==> src/rtl/core/deq_pkg.sv <==
// shared types, widths and codes of the deadline event queue
`default_nettype none

package deq_pkg;

  // default sizing of the queue
  localparam int DEPTH_DEF     = 16;
  localparam int ID_BITS_DEF   = 8;
  localparam int TIME_BITS_DEF = 32;

  // most expired events reported by one tick
  localparam int RESULT_LIMIT = 16;

  // fixed field widths of the channels
  localparam int ACTION_W   = 3;
  localparam int EVENT_ID_W = 8;
  localparam int TIME_W     = 32;
  localparam int STATUS_W   = 2;

  typedef enum logic [ACTION_W-1:0] {
    ACT_ADD_AT     = 3'd0,
    ACT_ADD_AFTER  = 3'd1,
    ACT_CANCEL     = 3'd2,
    ACT_CANCEL_ALL = 3'd3,
    ACT_TICK       = 3'd4
  } action_t;

  typedef enum logic [STATUS_W-1:0] {
    STATUS_OK        = 2'd0,
    STATUS_NOT_FOUND = 2'd1,
    STATUS_FULL      = 2'd2,
    STATUS_DUP       = 2'd3
  } status_t;

  // operation on the sorted table
  typedef enum logic [1:0] {
    TBL_NONE,
    TBL_INSERT,
    TBL_REMOVE,
    TBL_CLEAR
  } tbl_op_t;

  // sequencer states
  typedef enum logic [2:0] {
    S_IDLE,
    S_SUM,
    S_SCAN,
    S_APPLY,
    S_REPLY,
    S_TICK
  } state_t;

endpackage : deq_pkg

`default_nettype wire

==> src/rtl/core/deq_ifs.sv <==
// request and result channel interfaces of the deadline event queue
`default_nettype none

interface deq_in_if
  import deq_pkg::*;
();
  logic                  valid;
  logic                  ready;
  logic [ACTION_W-1:0]   action;
  logic [EVENT_ID_W-1:0] event_id;
  logic [TIME_W-1:0]     when;
  logic [TIME_W-1:0]     now;

  modport source (output valid, action, event_id, when, now, input ready);
  modport sink   (input valid, action, event_id, when, now, output ready);
endinterface : deq_in_if

interface deq_out_if
  import deq_pkg::*;
();
  logic                  valid;
  logic                  ready;
  logic [EVENT_ID_W-1:0] fired_id;
  logic                  fired;
  logic [STATUS_W-1:0]   status;
  logic                  last;

  modport source (output valid, fired_id, fired, status, last, input ready);
  modport sink   (input valid, fired_id, fired, status, last, output ready);
endinterface : deq_out_if

`default_nettype wire

==> src/rtl/core/deadline_event_queue.sv <==
// top level of the deadline event queue: sequencer, table and result register
`default_nettype none

// Timer event queue holding up to DEPTH pending (id, deadline) entries sorted by
// deadline, equal deadlines in arrival order. A request is taken only while the
// block is idle; it is then worked through by a small sequencer around one shared
// add/compare unit that reads the table one slot per cycle. Add at a deadline
// scans one slot per pending entry, stopping early on a duplicate id; add after a
// delay first forms the saturating sum, and cancel by id scans the same way;
// cancel all and unknown actions skip the scan. A tick removes expired events
// from the head, up to RESULT_LIMIT events per tick; expired events past
// that limit stay queued. Each request gives one result beat, a tick one beat per
// expired event with last on the final one. Results sit in an output register, so
// the table work does not wait on the consumer until a second beat is due.

module deadline_event_queue
  import deq_pkg::*;
#(
  parameter int DEPTH     = DEPTH_DEF,
  parameter int ID_BITS   = ID_BITS_DEF,
  parameter int TIME_BITS = TIME_BITS_DEF
) (
  input  wire logic clk,
  input  wire logic rst_n,
  deq_in_if.sink    in_ch,
  deq_out_if.source out_ch
);

  localparam int IDW = (ID_BITS < EVENT_ID_W) ? ID_BITS : EVENT_ID_W;
  localparam int TW  = (TIME_BITS < TIME_W) ? TIME_BITS : TIME_W;
  localparam int AW  = $clog2(DEPTH);
  localparam int CW  = $clog2(DEPTH + 1);
  localparam int NW  = $clog2(RESULT_LIMIT + 1);

  state_t state_r, state_nxt;

  logic [ACTION_W-1:0] act_r;
  logic [IDW-1:0]      id_r;
  logic [TW-1:0]       key_r;
  logic [TW-1:0]       addend_r;
  logic [CW-1:0]       idx_r;
  logic [AW-1:0]       pos_r;
  logic                found_r;
  logic                pos_found_r;
  logic [STATUS_W-1:0] status_r;
  logic [NW-1:0]       n_r;
  logic                hold_valid_r;
  logic [IDW-1:0]      hold_id_r;

  logic                  out_valid_r;
  logic [EVENT_ID_W-1:0] out_fired_id_r;
  logic                  out_fired_r;
  logic [STATUS_W-1:0]   out_status_r;
  logic                  out_last_r;

  tbl_op_t        tbl_op;
  logic [AW-1:0]  tbl_pos;
  logic [IDW-1:0] rd_id;
  logic [TW-1:0]  rd_deadline;
  logic [CW-1:0]  tbl_count;

  logic          later;
  logic          id_eq;
  logic [TW-1:0] sum_sat;

  logic                  in_take;
  logic                  out_free;
  logic                  is_add;
  logic                  scan_live;
  logic                  scan_hit;
  logic                  scan_done;
  logic                  tick_hit;
  logic                  tick_take;
  logic                  out_load;
  logic [EVENT_ID_W-1:0] out_fired_id_nxt;
  logic                  out_fired_nxt;
  logic [STATUS_W-1:0]   out_status_nxt;
  logic                  out_last_nxt;
  logic [STATUS_W-1:0]   apply_status;

  deq_table #(
    .DEPTH (DEPTH),
    .IDW   (IDW),
    .TW    (TW)
  ) u_table (
    .clk         (clk),
    .rst_n       (rst_n),
    .op          (tbl_op),
    .pos         (tbl_pos),
    .wr_id       (id_r),
    .wr_deadline (key_r),
    .rd_idx      (idx_r[AW-1:0]),
    .rd_id       (rd_id),
    .rd_deadline (rd_deadline),
    .count       (tbl_count)
  );

  deq_unit #(
    .IDW (IDW),
    .TW  (TW)
  ) u_unit (
    .entry_deadline (rd_deadline),
    .entry_id       (rd_id),
    .key            (key_r),
    .key_id         (id_r),
    .addend         (addend_r),
    .later          (later),
    .id_eq          (id_eq),
    .sum_sat        (sum_sat)
  );

  // handshake and decode
  assign in_ch.ready = (state_r == S_IDLE);
  assign in_take     = in_ch.valid && in_ch.ready;
  assign out_free    = !out_valid_r || out_ch.ready;
  assign is_add      = (act_r == ACT_ADD_AT) || (act_r == ACT_ADD_AFTER);
  assign scan_live   = idx_r < tbl_count;
  assign scan_hit    = scan_live && id_eq;
  assign scan_done   = !scan_live || scan_hit;
  assign tick_hit    = (tbl_count != '0) && !later && (n_r < NW'(RESULT_LIMIT));
  assign tick_take   = (state_r == S_TICK) && tick_hit && (!hold_valid_r || out_free);

  // status once the scan is over
  always_comb begin
    apply_status = STATUS_OK;
    if (is_add) begin
      if (found_r) begin
        apply_status = STATUS_DUP;
      end else if (tbl_count == CW'(DEPTH)) begin
        apply_status = STATUS_FULL;
      end
    end else if (act_r == ACT_CANCEL && !found_r) begin
      apply_status = STATUS_NOT_FOUND;
    end
  end

  // next state
  always_comb begin
    state_nxt = state_r;
    unique case (state_r)
      S_IDLE: begin
        if (in_take) begin
          unique case (in_ch.action)
            ACT_ADD_AFTER:          state_nxt = S_SUM;
            ACT_ADD_AT, ACT_CANCEL: state_nxt = S_SCAN;
            ACT_TICK:               state_nxt = S_TICK;
            default:                state_nxt = S_APPLY;
          endcase
        end
      end
      S_SUM: state_nxt = S_SCAN;
      S_SCAN: begin
        if (scan_done) begin
          state_nxt = S_APPLY;
        end
      end
      S_APPLY: state_nxt = S_REPLY;
      S_REPLY: begin
        if (out_free) begin
          state_nxt = S_IDLE;
        end
      end
      S_TICK: begin
        if (!tick_hit && out_free) begin
          state_nxt = S_IDLE;
        end
      end
      default: state_nxt = S_IDLE;
    endcase
  end

  // outputs: table operation and result beat
  always_comb begin
    tbl_op           = TBL_NONE;
    tbl_pos          = '0;
    out_load         = 1'b0;
    out_fired_id_nxt = '0;
    out_fired_nxt    = 1'b0;
    out_status_nxt   = STATUS_OK;
    out_last_nxt     = 1'b1;
    unique case (state_r)
      S_APPLY: begin
        if (is_add && apply_status == STATUS_OK) begin
          tbl_op  = TBL_INSERT;
          tbl_pos = pos_found_r ? pos_r : tbl_count[AW-1:0];
        end else if (act_r == ACT_CANCEL && found_r) begin
          tbl_op  = TBL_REMOVE;
          tbl_pos = pos_r;
        end else if (act_r == ACT_CANCEL_ALL) begin
          tbl_op = TBL_CLEAR;
        end
      end
      S_REPLY: begin
        out_load       = out_free;
        out_status_nxt = status_r;
      end
      S_TICK: begin
        if (tick_take) begin
          tbl_op = TBL_REMOVE;
          // the held event is followed by another, so it is not last
          out_load         = hold_valid_r;
          out_fired_id_nxt = EVENT_ID_W'(hold_id_r);
          out_fired_nxt    = 1'b1;
          out_last_nxt     = 1'b0;
        end else if (!tick_hit && out_free) begin
          out_load         = 1'b1;
          out_fired_id_nxt = hold_valid_r ? EVENT_ID_W'(hold_id_r) : '0;
          out_fired_nxt    = hold_valid_r;
        end
      end
      default: begin
      end
    endcase
  end

  // state register
  always_ff @(posedge clk) begin
    if (!rst_n) begin
      state_r <= S_IDLE;
    end else begin
      state_r <= state_nxt;
    end
  end

  // request fields and scan bookkeeping
  always_ff @(posedge clk) begin
    if (!rst_n) begin
      idx_r        <= '0;
      found_r      <= 1'b0;
      pos_found_r  <= 1'b0;
      n_r          <= '0;
      hold_valid_r <= 1'b0;
    end else begin
      if (in_take) begin
        act_r        <= in_ch.action;
        id_r         <= in_ch.event_id[IDW-1:0];
        key_r        <= (in_ch.action == ACT_ADD_AT) ? in_ch.when[TW-1:0] : in_ch.now[TW-1:0];
        addend_r     <= in_ch.when[TW-1:0];
        idx_r        <= '0;
        found_r      <= 1'b0;
        pos_found_r  <= 1'b0;
        n_r          <= '0;
        hold_valid_r <= 1'b0;
      end
      if (state_r == S_SUM) begin
        key_r <= sum_sat;
      end
      // one slot per cycle through the shared compare
      if (state_r == S_SCAN && scan_live) begin
        if (id_eq) begin
          found_r <= 1'b1;
          pos_r   <= idx_r[AW-1:0];
        end else begin
          if (is_add && later && !pos_found_r) begin
            pos_found_r <= 1'b1;
            pos_r       <= idx_r[AW-1:0];
          end
          idx_r <= CW'(idx_r + 1'b1);
        end
      end
      if (state_r == S_APPLY) begin
        status_r <= apply_status;
      end
      // head leaves the table and waits until its last flag is known
      if (tick_take) begin
        hold_valid_r <= 1'b1;
        hold_id_r    <= rd_id;
        n_r          <= NW'(n_r + 1'b1);
      end
    end
  end

  // result register
  always_ff @(posedge clk) begin
    if (!rst_n) begin
      out_valid_r <= 1'b0;
    end else if (out_load) begin
      out_valid_r <= 1'b1;
    end else if (out_ch.ready) begin
      out_valid_r <= 1'b0;
    end
  end

  always_ff @(posedge clk) begin
    if (out_load) begin
      out_fired_id_r <= out_fired_id_nxt;
      out_fired_r    <= out_fired_nxt;
      out_status_r   <= out_status_nxt;
      out_last_r     <= out_last_nxt;
    end
  end

  assign out_ch.valid    = out_valid_r;
  assign out_ch.fired_id = out_fired_id_r;
  assign out_ch.fired    = out_fired_r;
  assign out_ch.status   = out_status_r;
  assign out_ch.last     = out_last_r;

  // checks on the sequencer and table
  a_count_bound: assert property (@(posedge clk) disable iff (!rst_n)
    tbl_count <= CW'(DEPTH))
    else $error("pending count above depth");

  a_no_insert_full: assert property (@(posedge clk) disable iff (!rst_n)
    tbl_op == TBL_INSERT |-> tbl_count < CW'(DEPTH))
    else $error("insert into a full table");

  a_clear_empties: assert property (@(posedge clk) disable iff (!rst_n)
    tbl_op == TBL_CLEAR |=> tbl_count == '0)
    else $error("cancel all left entries behind");

  a_no_overwrite: assert property (@(posedge clk) disable iff (!rst_n)
    out_load |-> (!out_valid_r || out_ch.ready))
    else $error("result beat overwritten while stalled");

  a_unfired_last: assert property (@(posedge clk) disable iff (!rst_n)
    out_valid_r && !out_fired_r |-> out_last_r && out_fired_id_r == '0)
    else $error("non-event result not marked last");

endmodule : deadline_event_queue

`default_nettype wire

==> src/rtl/core/deq_table.sv <==
// deadline-sorted entry table with insert and remove done by shifting entries
`default_nettype none

module deq_table
  import deq_pkg::*;
#(
  parameter int DEPTH = DEPTH_DEF,
  parameter int IDW   = ID_BITS_DEF,
  parameter int TW    = TIME_BITS_DEF,
  localparam int AW   = $clog2(DEPTH),
  localparam int CW   = $clog2(DEPTH + 1)
) (
  input  wire logic          clk,
  input  wire logic          rst_n,
  input  wire tbl_op_t       op,
  input  wire logic [AW-1:0] pos,
  input  wire logic [IDW-1:0] wr_id,
  input  wire logic [TW-1:0] wr_deadline,
  input  wire logic [AW-1:0] rd_idx,
  output logic [IDW-1:0]     rd_id,
  output logic [TW-1:0]      rd_deadline,
  output logic [CW-1:0]      count
);

  logic [TW-1:0]  dl_r [DEPTH];
  logic [IDW-1:0] id_r [DEPTH];
  logic [CW-1:0]  count_r;

  // entry shifts: open a slot at pos, or close the slot at pos
  always_ff @(posedge clk) begin
    for (int i = 0; i < DEPTH; i++) begin
      unique case (op)
        TBL_INSERT: begin
          if (AW'(i) == pos) begin
            dl_r[i] <= wr_deadline;
            id_r[i] <= wr_id;
          end else if (i > 0 && AW'(i) > pos && CW'(i) <= count_r) begin
            dl_r[i] <= dl_r[(i > 0) ? i - 1 : 0];
            id_r[i] <= id_r[(i > 0) ? i - 1 : 0];
          end
        end
        TBL_REMOVE: begin
          if (i < DEPTH - 1 && AW'(i) >= pos && CW'(i + 1) < count_r) begin
            dl_r[i] <= dl_r[(i < DEPTH - 1) ? i + 1 : i];
            id_r[i] <= id_r[(i < DEPTH - 1) ? i + 1 : i];
          end
        end
        default: begin
        end
      endcase
    end
  end

  // fill count; slots below it are the pending entries
  always_ff @(posedge clk) begin
    if (!rst_n) begin
      count_r <= '0;
    end else begin
      unique case (op)
        TBL_INSERT: count_r <= CW'(count_r + 1'b1);
        TBL_REMOVE: count_r <= CW'(count_r - 1'b1);
        TBL_CLEAR:  count_r <= '0;
        default:    count_r <= count_r;
      endcase
    end
  end

  // single scan read port
  assign rd_deadline = dl_r[rd_idx];
  assign rd_id       = id_r[rd_idx];
  assign count       = count_r;

endmodule : deq_table

`default_nettype wire

==> src/rtl/core/deq_unit.sv <==
// shared arithmetic unit: saturating add, deadline compare, id match
`default_nettype none

module deq_unit
  import deq_pkg::*;
#(
  parameter int IDW = ID_BITS_DEF,
  parameter int TW  = TIME_BITS_DEF
) (
  input  wire logic [TW-1:0]  entry_deadline,
  input  wire logic [IDW-1:0] entry_id,
  input  wire logic [TW-1:0]  key,
  input  wire logic [IDW-1:0] key_id,
  input  wire logic [TW-1:0]  addend,
  output logic                later,
  output logic                id_eq,
  output logic [TW-1:0]       sum_sat
);

  logic [TW:0] sum_full;

  // key plus addend, clamped to the largest time on carry out
  assign sum_full = {1'b0, key} + {1'b0, addend};
  assign sum_sat  = sum_full[TW] ? {TW{1'b1}} : sum_full[TW-1:0];

  // entry deadline strictly after the key
  assign later = entry_deadline > key;
  assign id_eq = entry_id == key_id;

endmodule : deq_unit

`default_nettype wire
==> src/flat_wrapper.sv <==
// flat-port wrapper written by rule: the top's interface ports become plain ports
module deadline_event_queue_flat import deq_pkg::*;
#(
  parameter int DEPTH     = DEPTH_DEF,
  parameter int ID_BITS   = ID_BITS_DEF,
  parameter int TIME_BITS = TIME_BITS_DEF
)
  (clk, rst_n, in_ch_valid, in_ch_action, in_ch_event_id, in_ch_when, in_ch_now, in_ch_ready, out_ch_valid, out_ch_fired_id, out_ch_fired, out_ch_status, out_ch_last, out_ch_ready);
  deq_in_if in_ch_i ();
  deq_out_if out_ch_i ();
  input  wire logic clk;
  input  wire logic rst_n;
  input wire logic [$bits(in_ch_i.valid)-1:0] in_ch_valid;
  input wire logic [$bits(in_ch_i.action)-1:0] in_ch_action;
  input wire logic [$bits(in_ch_i.event_id)-1:0] in_ch_event_id;
  input wire logic [$bits(in_ch_i.when)-1:0] in_ch_when;
  input wire logic [$bits(in_ch_i.now)-1:0] in_ch_now;
  output wire logic [$bits(in_ch_i.ready)-1:0] in_ch_ready;
  output wire logic [$bits(out_ch_i.valid)-1:0] out_ch_valid;
  output wire logic [$bits(out_ch_i.fired_id)-1:0] out_ch_fired_id;
  output wire logic [$bits(out_ch_i.fired)-1:0] out_ch_fired;
  output wire logic [$bits(out_ch_i.status)-1:0] out_ch_status;
  output wire logic [$bits(out_ch_i.last)-1:0] out_ch_last;
  input wire logic [$bits(out_ch_i.ready)-1:0] out_ch_ready;
  assign in_ch_i.valid = in_ch_valid;
  assign in_ch_i.action = in_ch_action;
  assign in_ch_i.event_id = in_ch_event_id;
  assign in_ch_i.when = in_ch_when;
  assign in_ch_i.now = in_ch_now;
  assign in_ch_ready = in_ch_i.ready;
  assign out_ch_valid = out_ch_i.valid;
  assign out_ch_fired_id = out_ch_i.fired_id;
  assign out_ch_fired = out_ch_i.fired;
  assign out_ch_status = out_ch_i.status;
  assign out_ch_last = out_ch_i.last;
  assign out_ch_i.ready = out_ch_ready;
  deadline_event_queue #(.DEPTH(DEPTH), .ID_BITS(ID_BITS), .TIME_BITS(TIME_BITS)) u_core (.clk(clk), .rst_n(rst_n), .in_ch(in_ch_i), .out_ch(out_ch_i));
endmodule
==> config.mk <==
export PLATFORM = sky130hd
export DESIGN_NAME = deadline_event_queue_flat
export DESIGN_NICKNAME = d
export VERILOG_FILES = /design/src/rtl/core/deq_pkg.sv /design/src/rtl/core/deq_ifs.sv /design/src/rtl/core/deadline_event_queue.sv /design/src/rtl/core/deq_table.sv /design/src/rtl/core/deq_unit.sv /design/src/flat_wrapper.sv
export SDC_FILE = /design/constraint.sdc
export NUM_CORES = 2
export LEC_CHECK = 0
export BUFFER_PORTS_ARGS = -buffer_cell sky130_fd_sc_hd__buf_4
export CAP_MARGIN = 0
export CORE_MARGIN = 4
export CORE_UTILIZATION = 39
export CTS_CLUSTER_DIAMETER = 150
export DETAILED_ROUTE_END_ITERATION = 10
export PLACE_DENSITY = 0.52
export SYNTH_ARGS = -nofsm -noshare
export SYNTH_HDL_FRONTEND = slang
export SYNTH_SLANG_ARGS = --single-unit
==> constraint.sdc <==
create_clock -name clk -period 14.3 [get_ports clk]
set_clock_uncertainty 0.1 [all_clocks]
set_input_delay 0.715 -clock clk [delete_from_list [all_inputs] [get_ports clk]]
set_output_delay 0.715 -clock clk [all_outputs]
set_load 0.05 [all_outputs]
==> out/metrics.cfg <==
[detailed_routing]
drt.antenna.violating_nets = 0
router_iterations_before_antenna_repair = 8
routedWlPerCell_um = 28.6
drt_iter0_drc = 3888
viasPerCell = 6.10
drt_wl_total_um = 154000
drcViolationCount = 0
route.vias.total = 32849

[yosys]
ys_dominant_reg_cell = edfxtp_1
syn_inst = 3850
avgSynthCellArea_um2 = 11.8
synth.yosys.warnings = 0
netlist_area_pre_place_um2 = 45400
synth-seq-cells = 763
asyncSetResetFlopFracSynth = 0
number_of_flops_mapped_to_enable_cells_by_yosys = 741
ys_top_cells_by_area = edfxtp_1, mux2i_1, mux4_2
syn-num-nets = 4005
yosysSeqAreaShare = 0.500
ys_types = 95
synth_largest_area_cell = edfxtp_1
netlist.area_leader.share = 0.490

[clocking]
clk_lat_worst_skew_ps = 680
ctsHoldBuffers = 0
cts_buffers = 93
cts.repair_timing.setup_buffer_count = 0
cts.htree.levels = 3
cts_repair_resize_count = 0
clock_tree.root_cell = clkbuf_16
clockBufferDepth = 3
tritoncts = yes
path_clk_slew_ps = 60
cts.sink_count = 763

[grt]
first_global_vias = 31537
aggregate_global_route_resource_usage = 0.248
grt_max_degree = 82
globalRoute.totalOverflow = 0
grt_pass1_wl_um = 223000
initial_antenna_violation_count = 2

[die]
floorplan_die_area_um2 = 122000
die-width_um = 349
floorplan.io_pins = 93
dieHeight_um = 349
fp-row-count = 124
initial_core_util = 0.395
core_um2 = 115000

[place]
placement.cell_area_um2 = 47500
routability_congestion_estimate = 0.926
hpwlAfterDp_um = 92400
place.port_buffers = 92

[final_layout]
stdcell_area_um2 = 50300
num-nets-final = 3957
finish.utilization = 0.437
fillers = 10710
layout-drive-gt1-share = 0.180
leading_cell_types_in_the_layout_fill_and_taps_excluded = edfxtp_1, mux2i_1, nand2_1, a21oi_1, nor2_1
mostFrequentLayoutCell = edfxtp_1
syn2layout_area_growth_pct = 10.7

[critical_path]
critPathKind = reg -> reg
worst_setup_path_end_kind = register
worstPathCellList = buf_4 > buf_4 > mux4_2 > mux4_2 > ha_1 > a21o_1 > a21oi_1 > o21ai_0 > a211oi_1 > o22a_2 > a21oi_2 > nor2_1 > nand2_4 > o31ai_4 > buf_4
crit_arrival_ps = 8530
timing.critical_path.from = u_core.idx_r[1]$_SDFF_PN0_
worstRegToRegCells = 15
worst_flop_to_flop_path_startpoint = u_core.idx_r[1]$_SDFF_PN0_
setup.worst_path.end = u_core.u_table.dl_r[9][14]$_DFFE_PP_
crit_path_frequent_cell = buf_4
rr_endpoint = u_core.u_table.dl_r[9][14]$_DFFE_PP_
cp_slowest_stage_delay_ps = 920
cp_slowest_cell = dfxtp_4
setup.reg_to_reg.worst_slack_ps = 5950
maximum_fanout_encountered_on_the_critical_timing_path = 46
worst_ep_required_time_ps = 14490
worstSetupStartpointType = register

[timing]
final.period_utilization = 0.584
max_fclk_ghz = 0.120
setup_violations = 0
totalNegativeSetupSlack_ps = 0
max_slew.worst_pin.slew_ps = 1160
worst_slew_margin_rel = 0.230
post-route-min-period_ps = 8350
final-hold-violation-count = 0
rsz_0062_raised_after_global_routing = no
finalMaxSlewViolations = 0

[power_and_ir_drop]
p_leak_nw = 17.4
max-vdd-ir-drop_mv = 0.0870
power_per_cell_area_nw_per_um2 = 130

[status]
run_status = complete, no violations

[worst_hold_path]
hold_class = in -> reg

[flow_run]
drv.max_cap_violation_count = 0

[through the flow]
step | total power [mW] | worst slack (ps) | cells | hold WS (ps)
final | 6.53 | 5950 | 5387 | 122
after detailed placement | 4.34 | 6010 | 5219 | 384
after floorplan | 3.87 | 6780 | 3850 | 332
after global routing | 6.82 | 5750 | 5386 | 85.9
after CTS | 6.56 | 5990 | 5386 | 74.1
after global placement | 4.32 | 6110 | 5219 | 379
[critical path: cells and delay by family (launching register included)]
kind                     cells  cell delay, ps
flip-flops                   1             920
buffers and inverters        3            2160
multiplexers                 2             910
AO/OA/AOI/OAI                7            2520
adder cells (fa/ha/maj)      1             330
AND/OR/NAND/NOR              2             880
[worst min path at each step]
stage	from	endpoint	cells past startpoint
5_1_grt	in_ch_event_id[6]	u_core.id_r[6]$_DFFE_PP_	1
3_3_place_gp	u_core.n_r[1]$_SDFFE_PN0P_	u_core.n_r[1]$_SDFFE_PN0P_	2
6_report	in_ch_event_id[3]	u_core.id_r[3]$_DFFE_PP_	1
2_1_floorplan	u_core.n_r[4]$_SDFFE_PN0P_	u_core.n_r[4]$_SDFFE_PN0P_	2
4_1_cts	in_ch_event_id[3]	u_core.id_r[3]$_DFFE_PP_	1
3_5_place_dp	u_core.hold_valid_r$_SDFFE_PN0P_	u_core.hold_valid_r$_SDFFE_PN0P_	2
[sequential cells by signal, summed over array words and instances, names as in the netlist, 2 cells and up]
name                    flops
u_core.act_r                3
u_core.addend_r            32
u_core.hold_id_r            8
u_core.id_r                 8
u_core.idx_r                5
u_core.key_r               32
u_core.n_r                  5
u_core.out_ch.fired_id      8
u_core.out_ch.status        2
u_core.pos_r                4
u_core.state_r              3
u_core.status_r             2
u_core.u_table.count        5
u_core.u_table.dl_r       512
u_core.u_table.id_r       128
[power breakdown]
part           switching (mW)  internal [mW]  leakage, nW
clock network           0.988           1.23         1.34
registers               0.107           2.65         6.86
logic                   0.891          0.653         9.19
[cell families (layout without fill, tap and decap cells)]
family                   after synthesis  count (layout)  synth area share
multiplexers                         813             813             0.242
flip-flops                           763             763             0.500
AO/OA/AOI/OAI                        833             833             0.103
XOR/XNOR                              38              38           0.00733
adder cells (fa/ha/maj)               76              76            0.0211
AND/OR/NAND/NOR                      957             957            0.0897
other                                  0               1                 0
buffers and inverters                370             394            0.0368
[per-layer routing]
metal | global-route usage | routed length [um] | up-vias
li1 | - | - | 14456
met2 | 0.380 | 68700 | 1505
met1 | 0.359 | 68300 | 16640
met3 | 0.0494 | 12900 | 246
met4 | 0.0654 | 4150 | 2
met5 | 0 | 13 | -
[cells in the mapped netlist (7+ instances only)]
cell	count
buf_2	74
o21ai_1	17
o21ai_0	311
or3_1	9
and2_1	15
buf_1	17
nor3_1	29
mux2_4	76
nand2b_1	7
and3_1	14
buf_4	38
nor2b_1	8
mux2i_1	487
nor2_1	333
nand3_1	35
xor2_1	21
xnor2_1	17
nand4_1	14
mux4_2	193
a22oi_1	45
a21o_1	21
a31oi_1	19
nand2_1	451
ha_1	75
dfxtp_1	22
a21oi_1	340
clkbuf_1	184
o21a_1	11
edfxtp_1	741
inv_1	48
a211oi_1	9
mux2_2	54
[layout make-up]
type / count / area [um2] / area share
sequential: 763 / 22700 / 0.452
inverter: 50 / 188 / 0.00373
multi-input combinational: 2717 / 21400 / 0.426
antenna: 1 / 2.50 / 0.0000498
timing repair buffer: 177 / 1340 / 0.0267
clock inverter: 47 / 273 / 0.00543
tap: 1512 / 1890 / 0.0376
clock buffer: 120 / 2470 / 0.0492
No activity file was read; power rests on OpenSTA's default activity.
